[src/hw/rtl/csem_pkg.sv]
package csem_pkg;

	typedef enum logic [1:0] {
		FUNC_WAIT       = 2'd0,
		FUNC_SIGNAL     = 2'd1,
		FUNC_SIGNAL_ALL = 2'd2,
		FUNC_SIGNAL_ONE = 2'd3
	} func_t;

	typedef enum logic [2:0] {
		ST_OK          = 3'd0,
		ST_INVALID     = 3'd1,
		ST_NOT_WAITING = 3'd2,
		ST_TIMED_OUT   = 3'd3,
		ST_QUEUE_FULL  = 3'd4
	} status_t;

	localparam int unsigned InBits  = 56;
	localparam int unsigned OutBits = 32;

	// One classified request as it crosses from the front to the back part.
	typedef struct packed {
		func_t       func;
		logic [3:0]  sem_id;
		logic        sem_ok;
		logic        pair_signal;
		logic [3:0]  pair_sem_id;
		logic        pair_sem_ok;
		logic        prepost;
		logic        poll_only;
		logic [15:0] waiter_id;
		logic        target_given;
		logic        target_ok;
		logic [15:0] target_waiter;
	} req_t;

endpackage

[src/hw/rtl/csem_front.sv]
module csem_front import csem_pkg::*; #(
	parameter int unsigned NUM_SEMAPHORES = 16
) (
	input  logic                clk,
	input  logic                arst_n,
	input  logic                in_valid,
	output logic                in_ready,
	input  logic [InBits-1:0]   in_data,
	output logic                q_valid,
	input  logic                q_ready,
	output req_t                q_req
);

	// Two-entry queue; the front checks the index range while unpacking.
	req_t        mem_q [2];
	logic        wr_q, rd_q;
	logic [1:0]  cnt_q;
	req_t        r;

	always_comb begin
		r.func          = func_t'(in_data[1:0]);
		r.sem_id        = in_data[5:2];
		r.sem_ok        = in_data[6] && ({28'd0, in_data[5:2]} < NUM_SEMAPHORES);
		r.pair_signal   = in_data[7];
		r.pair_sem_id   = in_data[11:8];
		r.pair_sem_ok   = in_data[12] && ({28'd0, in_data[11:8]} < NUM_SEMAPHORES);
		r.prepost       = in_data[13];
		r.poll_only     = in_data[14];
		r.waiter_id     = in_data[30:15];
		r.target_given  = in_data[31];
		r.target_ok     = in_data[32];
		r.target_waiter = in_data[48:33];
	end

	assign in_ready = (cnt_q != 2'd2);
	assign q_valid  = (cnt_q != 2'd0);
	assign q_req    = mem_q[rd_q];

	always_ff @(posedge clk) begin
		if (in_valid && in_ready) mem_q[wr_q] <= r;
	end

	always_ff @(posedge clk or negedge arst_n) begin
		if (!arst_n) begin
			wr_q  <= 1'b0;
			rd_q  <= 1'b0;
			cnt_q <= 2'd0;
		end else begin
			if (in_valid && in_ready) wr_q <= ~wr_q;
			if (q_valid && q_ready) rd_q <= ~rd_q;
			cnt_q <= cnt_q + 2'((in_valid && in_ready) ? 1 : 0) - 2'((q_valid && q_ready) ? 1 : 0);
		end
	end

	assert property (@(posedge clk) disable iff (!arst_n) cnt_q != 2'd3)
		else $error("front queue count out of range");
	assert property (@(posedge clk) disable iff (!arst_n)
		(cnt_q == 2'd2 && !(q_valid && q_ready)) |=> cnt_q == 2'd2)
		else $error("full queue lost an entry");
	assert property (@(posedge clk) disable iff (!arst_n)
		(cnt_q == 2'd0 && !in_valid) |=> cnt_q == 2'd0)
		else $error("empty queue gained an entry");

endmodule

[config.mk]
export PLATFORM = sky130hd
export DESIGN_NAME = csem_front
export DESIGN_NICKNAME = d
export VERILOG_FILES = /design/src/hw/rtl/csem_pkg.sv /design/src/hw/rtl/csem_front.sv
export SDC_FILE = /design/constraint.sdc
export NUM_CORES = 1
export LEC_CHECK = 0
export BUFFER_PORTS_ARGS = -buffer_cell sky130_fd_sc_hd__buf_2
export CORE_MARGIN = 4
export CORE_UTILIZATION = 35
export DETAILED_ROUTE_END_ITERATION = 7
export HOLD_SLACK_MARGIN = 0.02
export REMOVE_ABC_BUFFERS = 1
export SYNTH_ARGS = -nofsm -noshare
export SYNTH_HDL_FRONTEND = slang
export SYNTH_SLANG_ARGS = --single-unit
[constraint.sdc]
create_clock -name clk -period 3.5 [get_ports clk]
set_input_delay 0.175 -clock clk [delete_from_list [all_inputs] [get_ports clk]]
set_output_delay 0.175 -clock clk [all_outputs]
set_load 0.03 [all_outputs]
# Yosys cells after proc, flatten, opt, wreduce, memory -nomap -nowiden
# Memory sizes are Yosys's and may differ from the RTL's.
# Cells that the tools add are included.
op_classes:
  n_addsub: 2
  n_eq_ne: 1
  mux: 4
  bitwise: 2
  reduce_logical: 3
ops:
  columns: ["op", "count"]
  rows:
  - ["$mux W1", 4]
  - ["$add A2 B1 Y2", 1]
  - ["$logic_and A1 B1 Y1", 2]
  - ["$ne A2 B2 Y1 const B", 1]
  - ["$not A1 Y1", 2]
  - ["$reduce_bool A2 Y1", 1]
  - ["$sub A2 B1 Y2", 1]
word_totals:
  regBits: 4
  ramBits: 98
  output_inout_bits: 51
  elab_cells: 16
  n_memories: 1
memory_table:
  columns: ["memory", "depth", "word_bits", "read_ports", "rd_ports_with_merged_regs", "wr", "line", "source"]
  rows:
  - ["mem_q", 2, 49, 1, 0, 1, "csem_front.sv:15", "req_t mem_q [2];"]

# Logic depth before layout (Yosys ltp)
logic_depth:
  depth_word: 5
  depth_mapped: 7

# Least setup slack after synthesis
# No wires, ideal clock.
synth_path:
  kind: "register to register"
  startpoint: "register cnt_q[1]"
  endpoint: "memory mem_q[0][0] (netlist bit), enable pin"
  t_arrival_ns: 2.904
  setup_slack_ns: 0.140
  path_stages_with_launch: 4
  n_path_buf: 0
  synth_period_minus_slack_ns: 3.360
  path_cell_list: "dfrtp_1 nand2b_1 nand2_1 nor2_1"
synth_between:
  elab_chain_cells: 4
synth_lines:
  columns: ["item", "line", "source"]
  rows:
  - ["from (decl)", "csem_front.sv:17", "logic [1:0] cnt_q;"]
  - ["from (signal assigned)", "csem_front.sv:51", "cnt_q <= cnt_q + 2'((in_valid && in_ready) ? 1 : 0) - 2'((q_valid && q_ready) ? 1 : 0);"]
  - ["$ne A2 B2 Y1", "csem_front.sv:35", "assign in_ready = (cnt_q != 2'd2);"]
  - ["via in_ready", "csem_front.sv:7", "output logic in_ready,"]
  - ["$logic_and A1 B1 Y1", "csem_front.sv:40", "if (in_valid && in_ready) mem_q[wr_q] <= r;"]
  - ["$mux W1", "csem_front.sv:40", null]
  - ["$mux W1 (not written as such)", "csem_front.sv:40", null]
  - ["to (decl)", "csem_front.sv:15", null]
# The timed path passes the listed nets, and every way through them passes these cells.

==> impl_metrics.env <==
export IMPL_outcome="completed"
export IMPL_crit_path_start_kind="register"
export IMPL_clk_pin_slew_worst_paths_ns=0.09
export IMPL_h_tree_depth=3
export IMPL_p_per_area_nw_per_um2=780.4
export IMPL_place_congestion=0.6602
export IMPL_end_kind="output port"
export IMPL_firstDrtPassIters=4
export IMPL_wl_per_cell_um=14.47
export IMPL_ys_ff_latch=102
export IMPL_power_leakage_nw=1.915
export IMPL_place_ws_ns=1.516
export IMPL_grt_pass1_vias=2319
export IMPL_setup_tns_final_ns=0
export IMPL_internal_power_mw=2.499
export IMPL_cts_setup_buffers=0
export IMPL_maxSlewViolCount=0
export IMPL_area_delta_synth_final_pct=35.55
export IMPL_cts_tree="done"
export IMPL_avgSynthCellArea_sq_um=22.09
export IMPL_path_class="reg2out"
export IMPL_grt_start_max_net_pins=33
export IMPL_cts_resized=0
export IMPL_cts_hold_buf=50
export IMPL_p_sw_mw=1.473
export IMPL_yosysSeqAreaShare_pct=81.04
export IMPL_layout_commonest_cell="buf_2"
export IMPL_p_clk_share_pct=15.5
export IMPL_r2r_setup_slack_ns=1.55
export IMPL_setup_viol=0
export IMPL_initial_core_util_pct=36.21
export IMPL_yosys_warnings=0
export IMPL_die_h_um=111.6
export IMPL_maxCapViolCount=0
export IMPL_rsz0062_at_grt="no"
export IMPL_postSynthCellCount=170
export IMPL_combPwrFrac_pct=38.9
export IMPL_die_area_sq_um=12450
export IMPL_port_buffers=103
export IMPL_layout_setup_ws_ns=1.214
export IMPL_grt_overflow=0
export IMPL_wirelength_um=6845
export IMPL_worst_pin_slew_ns=0.8311
export IMPL_hp_class="in2reg"
export IMPL_ir_worst_vdd_mv=0.4295
export IMPL_ios=111
export IMPL_arrival_ns=2.11
export IMPL_syn_cell_area_sq_um=3755
export IMPL_drc=0
export IMPL_drtAntennaViolNets=0
export IMPL_worst_path_max_fanout=32
export IMPL_netSwitchingFraction_pct=37.07
export IMPL_clk_latency_ns=0.35
export IMPL_whs_path_depth=3
export IMPL_design_core_area_sq_um=10370
export IMPL_cts_path_max_buffers=2
export IMPL_finalCriticalPeriod_ns=2.286
export IMPL_mostFrequentLayoutCells="buf_2 (103), edfxtp_1 (98), dlygate4sd3_1 (50)"
export IMPL_drive_above_1_share_pct=50.15
export IMPL_rows=37
export IMPL_n_antenna_cell=0
export IMPL_grt_usage_pct=11.65
export IMPL_vias=2035
export IMPL_finClkSkew_ns=0.006270
export IMPL_dp_hpwl_um=4306
export IMPL_viasPerCell=4.302
export IMPL_numCtsBuffers=9
export IMPL_fmax_mhz=437.4
export IMPL_ys_types=16
export IMPL_finalCritPeriodShare_pct=65.32
export IMPL_antenna_found_initial=0
export IMPL_relSlewSlack_pct=44.46
export IMPL_cts_root_buf="clkbuf_8"
export IMPL_nNetsFinal=394
export IMPL_fp_dieW_um=111.6
export IMPL_worstPathRequired_ns=3.32
export IMPL_clkSinkCount=102
export IMPL_finalHoldViolations=0
export IMPL_reg2reg_depth=3
export IMPL_drtIter0Drc=63
export IMPL_grt_pass1_wl_um=11320
export IMPL_power_frac_seq_pct=45.5
## stage by stage
| step | instances | total power [mW] | cell area [sq um] | utilization [%] | hold slack (ns) |
|---|---|---|---|---|---|
| floorplan | 164 | 2.897 | 3694 | - | -0.1206 |
| global route | 473 | 4.218 | 5090 | 49.08 | 0.09340 |
| finish | 473 | 3.972 | 5090 | 49.08 | 0.1218 |
| CTS | 473 | 4.050 | 5090 | 49.08 | 0.08730 |
| detailed placement | 407 | 3.371 | 4432 | 42.74 | -0.01712 |
| global placement | 407 | 3.351 | 4432 | 42.74 | -0.01685 |
## area by class of cell
type	instances	area (sq um)
Clock inverter	5	26.28
Clock buffer	11	131.4
Multi-Input combinational cell	61	655.6
Fill cell	904	5280
Timing Repair Buffer	157	1059
Inverter	1	3.754
Tap cell	136	170.2
Sequential cell	102	3044
## synthesized netlist by cell type
| library cell | number | area share (%) |
|---|---|---|
| mux2_1 | 4 | 1.2 |
| xor2_1 | 1 | 0.23 |
| nand2_1 | 1 | 0.10 |
| and2_4 | 1 | 0.23 |
| nand2b_1 | 1 | 0.17 |
| dfrtp_1 | 4 | 2.7 |
| buf_2 | 1 | 0.13 |
| xnor2_1 | 3 | 0.70 |
| and3_1 | 1 | 0.17 |
| inv_1 | 1 | 0.10 |
| or2_1 | 1 | 0.17 |
| edfxtp_1 | 98 | 78 |
| buf_6 | 5 | 1.5 |
| mux2_2 | 45 | 13 |
| ha_1 | 2 | 0.67 |
| nor2_1 | 1 | 0.10 |
## final timing paths
kind                                      to      from
worst max-delay path               q_req[12]      rd_q
worst min-delay path                    rd_q   q_ready
worst max register to register  mem_q[1][19]  cnt_q[1]
worst min register to register      cnt_q[0]  cnt_q[0]
max in group asynchronous               rd_q    arst_n
min in group asynchronous           cnt_q[1]    arst_n
## power by group through the flow
| stage | Combinational, mW | Sequential, mW | Clock, mW |
|---|---|---|---|
| final | 1.55 | 1.81 | 0.617 |
| after global routing | 1.66 | 1.85 | 0.712 |
| after CTS | 1.58 | 1.82 | 0.655 |
| after detailed placement | 1.53 | 1.84 | 0 |
| after global placement | 1.52 | 1.83 | 0 |
| after floorplan | 1.07 | 1.83 | 0 |
## critical path, cell delays in order (launching register included)
cell and delay [ns]:
dfrtp_2 0.88, buf_4 0.33, mux2_2 0.36, buf_2 0.18
## registers in the layout, indices dropped and copies added (netlist names)
signal / flops
cnt_q: 2
mem_q: 98
rd_q: 1
wr_q: 1
## layer usage
layer	GRT usage, %	wire, um	vias to the layer above
met4	4.623	65	0
met5	0	0	-
met1	13.13	2824	977
li1	-	-	990
met3	4.076	404	6
met2	20.27	3551	62
## cell families (layout without fill, tap and decap cells)
group         Yosys count  after routing  share of synthesized area [%]
flops                 102            102                          81.04
mux                    49             49                          14.70
buf+inv                 7            174                          1.732
simple gates            6              6                         0.9332
xor+xnor                4              4                         0.9332
fa+ha+maj               2              2                         0.6663
Note: power is estimated with default switching activity, not from simulation.
